File: src/rtl/dwwp_ram.sv
// Generic single-port write, single-port read RAM with registered read data.
// No dependencies.
module dwwp_ram #(
  parameter int Width = 8,
  parameter int Depth = 64
) (
  input  logic                     clk,
  input  logic                     we,
  input  logic [$clog2(Depth)-1:0] waddr,
  input  logic [Width-1:0]         wdata,
  input  logic [$clog2(Depth)-1:0] raddr,
  output logic [Width-1:0]         rdata
);
  logic [Width-1:0] mem [Depth];

  always_ff @(posedge clk) begin
    if (we) begin
      mem[waddr] <= wdata;
    end
    rdata <= mem[raddr];
  end
endmodule

File: config.mk
export PLATFORM = sky130hd
export DESIGN_NAME = dwwp_ram
export DESIGN_NICKNAME = d
export VERILOG_FILES = /design/src/rtl/dwwp_ram.sv
export SDC_FILE = /design/constraint.sdc
export NUM_CORES = 1
export LEC_CHECK = 0
export ABC_AREA = 1
export BUFFER_PORTS_ARGS = -buffer_cell sky130_fd_sc_hd__buf_2
export CORE_UTILIZATION = 35
export CTS_CLUSTER_SIZE = 10
export DETAILED_ROUTE_END_ITERATION = 10
export SLEW_MARGIN = 20
export SYNTH_ARGS = -nofsm -noshare
export SYNTH_HDL_FRONTEND = slang
export SYNTH_SLANG_ARGS = --single-unit
File: constraint.sdc
create_clock -name clk -period 2.1 [get_ports clk]
set_input_delay 0.525 -clock clk [delete_from_list [all_inputs] [get_ports clk]]
set_output_delay 0.525 -clock clk [all_outputs]
set_load 0.1 [all_outputs]
==> report_table.html <==
<table>
<tr><th>Metric</th><th>Value</th></tr>
<tr><th colspan="2">Drt</th></tr>
<tr><td>Drt first pass iters</td><td>5</td></tr>
<tr><td>Routed WL per cell</td><td>20.1 µm</td></tr>
<tr><td>Mean number of vias per cell</td><td>5.14</td></tr>
<tr><td>Aggregate routed wire length</td><td>~55000 µm</td></tr>
<tr><td>DR vias</td><td>14010</td></tr>
<tr><td>Remaining antenna violation count after routing</td><td>0</td></tr>
<tr><td>Iter 0 DRT Violations</td><td>~1400</td></tr>
<tr><td>Final routed DRC violation total</td><td>0</td></tr>
<tr><th colspan="2">Placement</th></tr>
<tr><td>Detailed placement HPWL</td><td>~32000 µm</td></tr>
<tr><td>Number of port buffers</td><td>29</td></tr>
<tr><td>Final weighted congestion in routability-driven placement</td><td>0.872</td></tr>
<tr><td>Placed Instances</td><td>between 2000 and 3000</td></tr>
<tr><td>Post-detailed-placement cell area</td><td>0.0230 mm²</td></tr>
<tr><th colspan="2">Floorplanning</th></tr>
<tr><td>Site row count</td><td>90</td></tr>
<tr><td>DIE WIDTH</td><td>249 µm</td></tr>
<tr><td>Area of the die</td><td>around 0.062 mm²</td></tr>
<tr><td>Core Footprint</td><td>0.0602 mm²</td></tr>
<tr><td>Initial core utilization</td><td>about 35%</td></tr>
<tr><td>Vertical extent of the die</td><td>249 µm</td></tr>
<tr><td>Number of top-level pins</td><td>30</td></tr>
<tr><th colspan="2">Global route</th></tr>
<tr><td>Initial antenna violation count</td><td>1</td></tr>
<tr><td>Pin count of the biggest net entering global routing</td><td>65</td></tr>
<tr><td>Aggregate global routing overflow</td><td>0</td></tr>
<tr><td>Via count of the first global-routing pass</td><td>13625</td></tr>
<tr><td>Overall global routing resource usage</td><td>17.6%</td></tr>
<tr><td>First-pass GRT wire length</td><td>~83000 µm</td></tr>
<tr><th colspan="2">Setup path</th></tr>
<tr><td>Cell with the largest stage delay on the worst path</td><td>dfxtp_1</td></tr>
<tr><td>Slack of the worst reg-to-reg path</td><td>720 ps</td></tr>
<tr><td>Critical path arrival</td><td>1530 ps</td></tr>
<tr><td>Gate family responsible for the most delay along the worst path</td><td>flip-flops</td></tr>
<tr><td>CP Class</td><td>reg2out</td></tr>
<tr><td>Required time of the critical path</td><td>around 1600 ps</td></tr>
<tr><td>RR Startpoint</td><td>mem[15][0]</td></tr>
<tr><td>Reg-to-reg critical path endpoint</td><td>rdata[0]</td></tr>
<tr><td>CP Cell Sequence</td><td>buf_4</td></tr>
<tr><td>Cell count of the worst reg-to-reg path</td><td>8</td></tr>
<tr><td>Critical path buffers and inverters</td><td>1</td></tr>
<tr><td>Element type at the critical path end</td><td>output port</td></tr>
<tr><td>Launching element type of the critical path</td><td>register</td></tr>
<tr><td>Worst Path Max Fanout</td><td>1</td></tr>
<tr><td>Critical path's largest stage delay</td><td>540 ps</td></tr>
<tr><th colspan="2">Clock network</th></tr>
<tr><td>Clock transition at the registers of the reported paths</td><td>around 60 ps</td></tr>
<tr><td>Number of buffers added by the clock tree synthesis step</td><td>58</td></tr>
<tr><td>TritonCTS clock tree</td><td>built</td></tr>
<tr><td>Clock tree buffer depth</td><td>3</td></tr>
<tr><td>Total number of H-tree levels</td><td>2</td></tr>
<tr><td>Buffer cell driving the clock tree root</td><td>clkbuf_16</td></tr>
<tr><td>Insertion delay to the later sink of the worst-skew pair</td><td>620 ps</td></tr>
<tr><td>CTS hold repair buffers</td><td>0</td></tr>
<tr><td>Number of sinks on the clock net</td><td>520</td></tr>
<tr><th colspan="2">Synth</th></tr>
<tr><td>Dominant cell type by area after synthesis</td><td>edfxtp_1</td></tr>
<tr><td>Cell variety after synth</td><td>16</td></tr>
<tr><td>Sequential cell area fraction in the yosys report</td><td>72.8%</td></tr>
<tr><td>Most instantiated flip-flop cell in the synthesis netlist</td><td>edfxtp_1</td></tr>
<tr><td>Netlist Area Pre-Place</td><td>0.0213 mm²</td></tr>
<tr><td>Share of synthesized registers carrying an async set or reset</td><td>0%</td></tr>
<tr><td>Post-synth EDFFs</td><td>512</td></tr>
<tr><td>Synth Area per Inst</td><td>roughly 12 µm²</td></tr>
<tr><td>FF+latch count, synth</td><td>520</td></tr>
<tr><td>Cell count after synthesis</td><td>1805</td></tr>
<tr><td>Number of warnings issued by yosys</td><td>0</td></tr>
<tr><td>Top cell type's share of synthesized area</td><td>72.0%</td></tr>
<tr><td>Ranking of synthesized cells by area</td><td>edfxtp_1 72%, nand2_1 11%, nand3_1 10%</td></tr>
<tr><td>Synth Net Count</td><td>1827</td></tr>
<tr><th colspan="2">Finish</th></tr>
<tr><td>Most frequent cells in the layout</td><td>648 x nand2_1, 512 x edfxtp_1, 439 x nand3_1</td></tr>
<tr><td>Share of layout cells above drive strength 1</td><td>about an eighth</td></tr>
<tr><td>Most common cell after layout, fill and taps aside</td><td>nand2_1</td></tr>
<tr><td>Non-filler cells, final</td><td>2725</td></tr>
<tr><td>Synth-to-Final Area Change</td><td>15.6%</td></tr>
<tr><td>Post-layout utilization of the core</td><td>about two fifths</td></tr>
<tr><td>Finished Cell Area</td><td>0.0247 mm²</td></tr>
<tr><td>Post-layout net count</td><td>roughly 1900</td></tr>
<tr><th colspan="2">STA</th></tr>
<tr><td>Number of failing hold endpoints at the final stage</td><td>0</td></tr>
<tr><td>Headroom to the max-slew limit</td><td>54.1%</td></tr>
<tr><td>Setup repair after global routing missed its margin</td><td>false</td></tr>
<tr><td>Final min period</td><td>2050 ps</td></tr>
<tr><td>Final total negative setup slack</td><td>0 ps</td></tr>
<tr><td>Share of the cycle needed by the critical path after routing</td><td>97.8%</td></tr>
<tr><td>Actual slew at the worst max-slew pin</td><td>687 ps</td></tr>
<tr><td>Number of endpoints failing setup at the final stage</td><td>0</td></tr>
<tr><td>Peak Freq</td><td>0.487 GHz</td></tr>
<tr><td>Post-route clock skew</td><td>27.0 ps</td></tr>
<tr><td>Final Max Tran Viols</td><td>0</td></tr>
<tr><th colspan="2">Job</th></tr>
<tr><td>Number of max-cap violations</td><td>0</td></tr>
<tr><th colspan="2">Power</th></tr>
<tr><td>PwrDens</td><td>approximately 900 mW/mm²</td></tr>
<tr><td>Highest ir drop seen on vdd</td><td>585 µV</td></tr>
<tr><td>LEAKAGE</td><td>8.96 nW</td></tr>
<tr><th colspan="2">Worst hold path</th></tr>
<tr><td>Critical hold path startpoint</td><td>raddr[5]</td></tr>
<tr><td>Kind of path behind the tightest hold check</td><td>in2reg</td></tr>
<tr><td>Hold path endpoint</td><td>rdata[6]</td></tr>
<tr><td>Hold Path Depth</td><td>3</td></tr>
<tr><th colspan="2">Status</th></tr>
<tr><td>Run status</td><td>completed</td></tr>
</table>
## flip-flops by register name, summed over array words and instances (netlist names)
signal  count
mem       512
rdata       8
## final cells by class
class | count | area [µm²]
Multi-Input combinational cell | 1160 | 4950
Antenna cell | 2 | 5.00
Clock inverter | 3 | 37.5
Tap cell | 782 | 978
Fill cell | 5606 | 35600
Sequential cell | 520 | 15500
Timing Repair Buffer | 161 | 1530
Clock buffer | 85 | 1570
Inverter | 12 | 52.6
## worst max path at each step
stage,start,endpoint,slack [ps],cells past startpoint
4_1_cts,rdata[0],rdata[0],30,1
6_report,rdata[1],rdata[1],50,1
3_3_place_gp,raddr[0],rdata[0],-60,12
5_1_grt,rdata[1],rdata[1],50,1
3_5_place_dp,raddr[0],rdata[6],-90,12
2_1_floorplan,we,mem[48][0],-190,3
## tightest hold or removal path: stages
cell and delay, ps:
buf_2 160, nand3_1 100, nand2_1 40
## Yosys cell counts (2+ instances only)
cell	count
buf_1	10
clkbuf_1	15
buf_8	2
nand2_1	648
edfxtp_1	512
nand3_1	439
nand4_1	9
nor4_1	8
nor2_1	56
dfxtp_1	8
buf_4	14
buf_2	37
buf_6	35
inv_1	10
## what timing repair did
action / 4_1_cts / 5_1_grt
endpoints found under the setup margin: 4 / 1
resized for setup: 4 / 1
setup buffers: 0 / 0
## layer usage
layer	GRT usage (%)	part of all wire, %	up-vias
met5	0	0.024	-
met4	5.11	2.5	2
met3	3.56	7.7	95
met2	26.9	45	517
met1	25.3	45	6842
li1	-	-	6554
## cells by family after synthesis
kind of cell	Yosys count	share of synthesized area, %
buf+inv	125	4.02
simple gates	1160	23.2
flops	520	72.8
## report_power, final
| group | switching (mW) | total (mW) | internal [mW] |
|---|---|---|---|
| Combinational | 1.17 | 1.61 | 0.438 |
| Sequential | 0.0430 | 11.5 | 11.5 |
| Clock | 3.85 | 8.96 | 5.10 |
| Total | 5.07 | 22.1 | 17.0 |
## metrics by stage
step	total power, mW	setup WS, ps	hold slack [ps]
after floorplan	12.7	-191	624
after global placement	13.3	-56.4	800
after detailed placement	13.3	-92.8	797
after CTS	22.3	29.8	228
after global routing	22.8	53.0	259
final	22.1	46.9	260
Power figures use the tool's default switching activity.
