==> src/rtl/dwwp_pkg.sv <==
// Shared types, constants and weighting helpers for the waypoint picker.
// No dependencies.
package dwwp_pkg;
  localparam int MaxPoints = 64;
  localparam int SlotW = $clog2(MaxPoints);
  localparam int CoordW = 24;
  localparam int PointW = 3 * CoordW;

  localparam logic [1:0] ST_SELECTED = 2'd0;
  localparam logic [1:0] ST_INSERTED = 2'd1;
  localparam logic [1:0] ST_FULL     = 2'd2;
  localparam logic [1:0] ST_EMPTY    = 2'd3;

  localparam logic OP_INSERT = 1'b0;

  function automatic logic [31:0] root_const(input logic [2:0] k);
    logic [31:0] v;
    case (k)
      3'd0: v = 32'd1076653033;
      3'd1: v = 32'd1079572136;
      3'd2: v = 32'd1085434106;
      3'd3: v = 32'd1097253708;
      3'd4: v = 32'd1121280436;
      3'd5: v = 32'd1170923762;
      3'd6: v = 32'd1276901417;
      default: v = 32'd1518500250;
    endcase
    return v;
  endfunction
endpackage

==> src/rtl/dwwp_weight.sv <==
// Multi-cycle weight unit: squared distance in, round(2^(24-E)) out.
// Uses dwwp_pkg; one squaring or root product per cycle.
module dwwp_weight (
  input  logic        clk,
  input  logic        rst_n,
  input  logic        start,
  input  logic [49:0] dist_sq,
  input  logic [7:0]  degree,
  output logic        done,
  output logic [31:0] weight
);
  import dwwp_pkg::*;

  typedef enum logic [5:0] {
    W_IDLE = 6'b000001,
    W_LOG  = 6'b000010,
    W_EXP  = 6'b000100,
    W_ROOT = 6'b001000,
    W_SHFT = 6'b010000,
    W_DONE = 6'b100000
  } wstate_t;

  wstate_t state_r, state_nxt;
  logic [5:0]  p_r;
  logic [16:0] x_r;
  logic [7:0]  fr_r;
  logic [3:0]  k_r;
  logic signed [20:0] g_r;
  logic [31:0] m_r;
  logic [31:0] weight_r;

  logic [5:0]  p_c;
  logic [7:0]  idx_c;
  logic [33:0] sq_c;
  logic [16:0] sq_t;
  logic signed [15:0] ld_c;
  logic signed [24:0] e_c;
  logic [63:0] mp_c;
  logic signed [11:0] n_c;
  logic signed [12:0] s_c;
  logic [63:0] sh_c;

  always_comb begin
    p_c = '0;
    for (int b = 0; b < 50; b++) begin
      if (dist_sq[b]) p_c = 6'(b);
    end
    if (p_c >= 6'd8) idx_c = 8'(dist_sq >> (p_c - 6'd8));
    else idx_c = 8'(dist_sq << (6'd8 - p_c));
  end

  assign sq_c = 34'(x_r) * 34'(x_r);
  assign sq_t = 17'(sq_c >> 15);
  assign ld_c = (16'(signed'({1'b0, p_r})) - 16'sd16) * 16'sd256
                + 16'(signed'({1'b0, fr_r}));
  assign e_c = (25'(signed'({1'b0, degree})) * 25'(ld_c) + 25'sd16) >>> 5;
  assign mp_c = 64'(m_r) * 64'(root_const(k_r[2:0])) + 64'(32'd1 << 29);
  assign n_c = 12'(g_r >>> 8);
  assign s_c = 13'sd30 - 13'(n_c);
  assign sh_c = 64'(m_r) + (64'd1 << (s_c - 13'sd1));

  always_comb begin
    state_nxt = state_r;
    case (state_r)
      W_IDLE: if (start) state_nxt = W_LOG;
      W_LOG:  if (k_r == 4'd7) state_nxt = W_EXP;
      W_EXP:  state_nxt = W_ROOT;
      W_ROOT: if (k_r == 4'd7) state_nxt = W_SHFT;
      W_SHFT: state_nxt = W_DONE;
      W_DONE: state_nxt = W_IDLE;
      default: state_nxt = W_IDLE;
    endcase
  end

  always_ff @(posedge clk) begin
    if (!rst_n) begin
      state_r <= W_IDLE;
    end else begin
      state_r <= state_nxt;
    end
    case (state_r)
      W_IDLE: begin
        p_r <= p_c;
        x_r <= {1'b0, 1'b1, idx_c, 7'd0};
        fr_r <= '0;
        k_r <= '0;
      end
      W_LOG: begin
        k_r <= k_r + 4'd1;
        if (sq_t[16]) begin
          fr_r <= {fr_r[6:0], 1'b1};
          x_r <= sq_t >> 1;
        end else begin
          fr_r <= {fr_r[6:0], 1'b0};
          x_r <= sq_t;
        end
      end
      W_EXP: begin
        g_r <= 21'(25'sd6144 - e_c);
        m_r <= 32'd1 << 30;
        k_r <= '0;
      end
      W_ROOT: begin
        k_r <= k_r + 4'd1;
        if (g_r[k_r[2:0]]) m_r <= 32'(mp_c >> 30);
      end
      W_SHFT: begin
        if (n_c >= 12'sd32) weight_r <= '1;
        else if (s_c <= 0) begin
          if ((64'(m_r) << (-s_c)) > 64'hFFFF_FFFF) weight_r <= '1;
          else weight_r <= 32'(64'(m_r) << (-s_c));
        end else if (s_c >= 13'sd32) weight_r <= '0;
        else weight_r <= 32'(sh_c >> s_c);
      end
      default: ;
    endcase
  end

  assign done = (state_r == W_DONE);
  assign weight = weight_r;
endmodule

==> config.mk <==
export PLATFORM = sky130hd
export DESIGN_NAME = dwwp_weight
export DESIGN_NICKNAME = d
export VERILOG_FILES = /design/src/rtl/dwwp_pkg.sv /design/src/rtl/dwwp_weight.sv
export SDC_FILE = /design/constraint.sdc
export NUM_CORES = 2
export LEC_CHECK = 0
export BUFFER_PORTS_ARGS = -buffer_cell sky130_fd_sc_hd__buf_2
export CORE_MARGIN = 5
export CORE_UTILIZATION = 62
export CTS_CLUSTER_SIZE = 12
export DETAILED_ROUTE_END_ITERATION = 7
export PLACE_DENSITY = 0.89
export SYNTH_ARGS = -nofsm -noshare
export SYNTH_HDL_FRONTEND = slang
export SYNTH_SLANG_ARGS = --single-unit
==> constraint.sdc <==
create_clock -name clk -period 11.7 [get_ports clk]
set_input_delay 1.755 -clock clk [delete_from_list [all_inputs] [get_ports clk]]
set_output_delay 1.755 -clock clk [all_outputs]
set_load 0.02 [all_outputs]
==> flow_results.xml <==
<?xml version="1.0" encoding="UTF-8"?>
<metrics>
  <group name="clock_network">
    <metric name="clock-sinks" unit="">124</metric>
    <metric name="cts.hold.buffers_added" unit="">0</metric>
    <metric name="clock_tree.buffer_depth" unit="">2</metric>
    <metric name="cts_buffers" unit="">17</metric>
    <metric name="h-tree-depth" unit="">4</metric>
    <metric name="insertion_delay_of_the_later_clocked_pin_in_the_worst_skew_pair" unit="ns">0.53</metric>
    <metric name="clkSlewWorstSetupHoldPaths" unit="ns">0.09</metric>
    <metric name="cts_tree" unit="">built</metric>
    <metric name="cts_root_buffer" unit="">sky130_fd_sc_hd__clkbuf_16</metric>
  </group>
  <group name="die">
    <metric name="floorplan.die_area" unit="um2">98090</metric>
    <metric name="num_io_pins" unit="">94</metric>
    <metric name="area_of_the_core_region" unit="um2">91390</metric>
    <metric name="rows" unit="">111</metric>
    <metric name="start_util" unit="%">62.37</metric>
    <metric name="floorplan.die.height" unit="um">313.2</metric>
    <metric name="die_x" unit="um">313.2</metric>
  </group>
  <group name="global_route">
    <metric name="first_global_vias" unit="">52062</metric>
    <metric name="grt_antenna_before_repair" unit="">11</metric>
    <metric name="grt_pass1_wl" unit="um">279000</metric>
    <metric name="grt_start_max_net_pins" unit="">71</metric>
    <metric name="grt.total_usage" unit="%">36.15</metric>
    <metric name="global_route.overflow_total" unit="">0</metric>
  </group>
  <group name="pwr">
    <metric name="power.switching_fraction" unit="%">56.58</metric>
    <metric name="power.net_switching" unit="uW">7892</metric>
    <metric name="power.density_cell_area" unit="nW/um2">235.9</metric>
    <metric name="leakage_power" unit="uW">0.02970</metric>
    <metric name="p_seq_share" unit="%">5.6</metric>
    <metric name="report.power.total" unit="uW">13950</metric>
    <metric name="ir_drop" unit="V">0.0007825</metric>
    <metric name="internal-power" unit="uW">6057</metric>
    <metric name="comb_power_share" unit="%">90.2</metric>
    <metric name="clkPwrFrac" unit="%">4.2</metric>
  </group>
  <group name="cells_and_area">
    <metric name="nets" unit="">8139</metric>
    <metric name="fillerInstances" unit="">6919</metric>
    <metric name="proportion_of_layout_cells_with_a_drive_suffix_above_1" unit="%">5.690</metric>
    <metric name="area_growth_syn_to_layout" unit="%">3.743</metric>
    <metric name="stdcell_area" unit="um2">59130</metric>
  </group>
  <group name="worst_setup_path">
    <metric name="kind_of_critical_path" unit="">flip-flop to flip-flop</metric>
    <metric name="worst_r2r_path_depth" unit="">34</metric>
    <metric name="worst-endpoint-required" unit="ns">11.93</metric>
    <metric name="kind_of_start_point_of_the_critical_path" unit="">flip-flop</metric>
    <metric name="kind_of_end_point_of_the_critical_path" unit="">flip-flop</metric>
    <metric name="critical_path_data_arrival_time" unit="ns">11.78</metric>
    <metric name="critical_path_fanout_max" unit="">70</metric>
    <metric name="critical-path-slowest-cell" unit="">sky130_fd_sc_hd__edfxtp_1</metric>
    <metric name="critical-path-top-cell-by-count" unit="">sky130_fd_sc_hd__fa_1</metric>
    <metric name="critical_path.max_stage_delay" unit="ns">0.63</metric>
  </group>
  <group name="timing">
    <metric name="clock.fmax" unit="GHz">0.08658</metric>
    <metric name="report.final.setup_viol" unit="">0</metric>
    <metric name="slew_viol_final" unit="">0</metric>
    <metric name="fin_setup_tns" unit="ns">0</metric>
    <metric name="timing.final.hold_violations" unit="">0</metric>
    <metric name="finalClockSkew" unit="ns">0.02789</metric>
    <metric name="finalCritPeriodShare" unit="%">98.72</metric>
    <metric name="finalWorstPathRequiredPeriod" unit="ns">11.55</metric>
    <metric name="worst-slew-pin-transition" unit="ns">1.272</metric>
    <metric name="timing.max_slew.rel_slack" unit="%">14.92</metric>
    <metric name="unrepaired_setup_endpoints_after_global_routing" unit="">false</metric>
  </group>
  <group name="route">
    <metric name="detail_route.vias_per_cell" unit="">6.392</metric>
    <metric name="firstDrtPassIters" unit="">8</metric>
    <metric name="vias" unit="">48979</metric>
    <metric name="drt-total-wl" unit="um">176600</metric>
    <metric name="post_drt_wl_per_cell" unit="um">23.04</metric>
    <metric name="dr.first_iter.drc_count" unit="">6082</metric>
    <metric name="count_of_antenna_violating_nets_left_after_detailed_routing" unit="">0</metric>
    <metric name="remaining_drc_errors" unit="">81</metric>
  </group>
  <group name="synthesis">
    <metric name="synth.distinct_cells" unit="">101</metric>
    <metric name="synth_fp_nets" unit="">8273</metric>
    <metric name="synthesis.instances" unit="">6588</metric>
    <metric name="post_synth_instance_area" unit="um2">56990</metric>
    <metric name="syn_area_per_cell" unit="um2">8.651</metric>
    <metric name="post-synth-top-area-fraction" unit="%">38.67</metric>
    <metric name="synth.top_cells.by_area" unit="">sky130_fd_sc_hd__fa_1 39%, sky130_fd_sc_hd__ha_1 11%, sky130_fd_sc_hd__inv_1 8.9%</metric>
    <metric name="synth_flop_cell" unit="">sky130_fd_sc_hd__edfxtp_1</metric>
    <metric name="post_synth_edffs" unit="">118</metric>
    <metric name="asyncSetResetFlopFracSynth" unit="%">0</metric>
    <metric name="ys_seq_area_share" unit="%">6.428</metric>
    <metric name="yosysWarnings" unit="">0</metric>
    <metric name="ys_ff_latch" unit="">124</metric>
    <metric name="post_synth_top_area_cell" unit="">sky130_fd_sc_hd__fa_1</metric>
  </group>
  <group name="placement">
    <metric name="place_area" unit="um2">58510</metric>
    <metric name="port_buffers" unit="">93</metric>
    <metric name="routabilityCongestion" unit="">1.029</metric>
    <metric name="dp_hpwl" unit="um">134900</metric>
  </group>
  <group name="hold_path">
    <metric name="hold_path_depth" unit="">2</metric>
    <metric name="worstHoldPathType" unit="">flip-flop to flip-flop</metric>
  </group>
  <group name="run_status">
    <metric name="failed_checks" unit="">design-rule violations</metric>
    <metric name="outcome" unit="">finished with violations</metric>
  </group>
  <group name="job">
    <metric name="drv.max_cap_violation_count" unit="">0</metric>
  </group>
</metrics>
## path summary, 6_finish.rpt
check / start / to / slack [ns]
setup / recovery: k_r[0] / m_r[30] / 0.15
hold / removal: state_r[3] / state_r[3] / 0.54
setup reg to reg: k_r[0] / m_r[30] / 0.15
hold reg to reg: state_r[3] / state_r[3] / 0.54
## cells in the final DEF, fill, tap and decap left out, types with 17 or more instances in the layout
cell type / synthesis / layout
sky130_fd_sc_hd__a211oi_1: 34 / 34
sky130_fd_sc_hd__a21o_1: 55 / 55
sky130_fd_sc_hd__a21oi_1: 186 / 184
sky130_fd_sc_hd__a31oi_1: 26 / 26
sky130_fd_sc_hd__and2_1: 256 / 256
sky130_fd_sc_hd__and3_1: 22 / 22
sky130_fd_sc_hd__buf_2: 38 / 93
sky130_fd_sc_hd__buf_4: 2 / 106
sky130_fd_sc_hd__clkbuf_16: 0 / 17
sky130_fd_sc_hd__edfxtp_1: 118 / 118
sky130_fd_sc_hd__fa_1: 1101 / 1101
sky130_fd_sc_hd__ha_1: 523 / 522
sky130_fd_sc_hd__inv_1: 1355 / 1354
sky130_fd_sc_hd__mux2i_1: 145 / 144
sky130_fd_sc_hd__mux4_2: 46 / 46
sky130_fd_sc_hd__nand2_1: 953 / 953
sky130_fd_sc_hd__nand2b_1: 37 / 37
sky130_fd_sc_hd__nand3_1: 61 / 61
sky130_fd_sc_hd__nand4_1: 31 / 31
sky130_fd_sc_hd__nor2_1: 343 / 341
sky130_fd_sc_hd__nor2b_1: 38 / 37
sky130_fd_sc_hd__nor3_1: 144 / 143
sky130_fd_sc_hd__nor4_1: 22 / 22
sky130_fd_sc_hd__o211ai_1: 52 / 52
sky130_fd_sc_hd__o21a_1: 29 / 29
sky130_fd_sc_hd__o21ai_0: 167 / 165
sky130_fd_sc_hd__o22ai_1: 19 / 19
sky130_fd_sc_hd__xnor2_1: 85 / 79
sky130_fd_sc_hd__xor2_1: 44 / 42
## power groups by stage
stage | Sequential (uW) | Clock [uW] | Combinational, uW
detailed placement | 778 | 0 | 12200
global placement | 777 | 0 | 11600
CTS | 769 | 592 | 12400
global route | 782 | 606 | 14100
floorplan | 673 | 0 | 9390
finish | 779 | 590 | 12600
## routing by layer
layer | routed length [um] | part of all wire (%) | vias up | global-route usage [%]
met5 | 58 | 0.033 | - | 0
met4 | 15620 | 8.8 | 8 | 23.92
met3 | 25140 | 14 | 1251 | 13.69
met2 | 77410 | 44 | 3549 | 55.21
met1 | 58330 | 33 | 23631 | 42.83
li1 | - | - | 20540 | -
## flip-flops by register name, indices dropped and copies added (netlist names)
name,flops
m_r,32
weight,32
g_r,20
x_r,16
fr_r,8
p_r,6
state_r,6
k_r,4
## what timing repair did
action	CTS	global route
endpoints found under the setup margin	0	5
resized for setup	0	1
setup buffers	0	0
## area by class of cell
class,count,area (um2),area share (%)
Multi-Input combinational cell,4752,47000,79.50
Inverter,1360,5105,8.634
Sequential cell,124,3664,6.196
Tap cell,1186,1484,2.510
Timing Repair Buffer,199,1261,2.133
Clock buffer,17,425.4,0.7195
Clock inverter,15,161.4,0.2730
Antenna cell,9,22.52,0.03809
## Yosys cell counts, types with 14 or more instances
master	instances
sky130_fd_sc_hd__nor2_1	343
sky130_fd_sc_hd__o22ai_1	19
sky130_fd_sc_hd__o2111ai_1	14
sky130_fd_sc_hd__a21o_1	55
sky130_fd_sc_hd__mux2_2	14
sky130_fd_sc_hd__nand2b_1	37
sky130_fd_sc_hd__o211ai_1	52
sky130_fd_sc_hd__fa_1	1101
sky130_fd_sc_hd__and3_1	22
sky130_fd_sc_hd__edfxtp_1	118
sky130_fd_sc_hd__buf_2	38
sky130_fd_sc_hd__a22oi_1	14
sky130_fd_sc_hd__o221ai_1	14
sky130_fd_sc_hd__nand2_1	953
sky130_fd_sc_hd__xnor2_1	85
sky130_fd_sc_hd__mux4_2	46
sky130_fd_sc_hd__xor2_1	44
sky130_fd_sc_hd__and2_1	256
sky130_fd_sc_hd__or3_1	15
sky130_fd_sc_hd__mux2i_1	145
sky130_fd_sc_hd__nand3_1	61
sky130_fd_sc_hd__ha_1	523
sky130_fd_sc_hd__o21ai_0	167
sky130_fd_sc_hd__inv_1	1355
sky130_fd_sc_hd__a31oi_1	26
sky130_fd_sc_hd__clkbuf_1	286
sky130_fd_sc_hd__nand4_1	31
sky130_fd_sc_hd__a211oi_1	34
sky130_fd_sc_hd__a31o_2	15
sky130_fd_sc_hd__o21a_1	29
sky130_fd_sc_hd__a21oi_1	186
sky130_fd_sc_hd__buf_1	24
sky130_fd_sc_hd__nor2b_1	38
sky130_fd_sc_hd__nor3_1	144
sky130_fd_sc_hd__nor4_1	22
## through the flow
step / cells / utilization (%) / hold slack (ns) / setup WS, ns
final: 7662 / 64.70 / 0.5364 / 0.1502
after global routing: 7656 / 64.68 / 0.5482 / 0.08215
after CTS: 7653 / 64.67 / 0.5347 / 0.4450
after detailed placement: 7621 / 64.03 / 0.5254 / 0.4909
after global placement: 7621 / 64.03 / 0.5045 / 0.7954
after floorplan: 6588 / - / 0.4679 / 1.862
## critical path, delay by kind of cell, from the launching register on
kind	cells	cell delay [ns]
DFF	1	0.63
AOI/OAI and AO/OA	8	2.42
buffers and inverters	9	1.48
and+or+nand+nor	6	1.80
xor gates and xnor gates	1	0.14
adders and majority gates	10	4.77
## cells by family after synthesis
family / synth area share, %
buffers and inverters: 11.39
adders and majority gates: 50.15
and+or+nand+nor: 15.93
AOI/OAI and AO/OA: 9.354
xor gates and xnor gates: 2.110
muxes: 4.641
DFF: 6.428
Power figures use the tool's default switching activity.
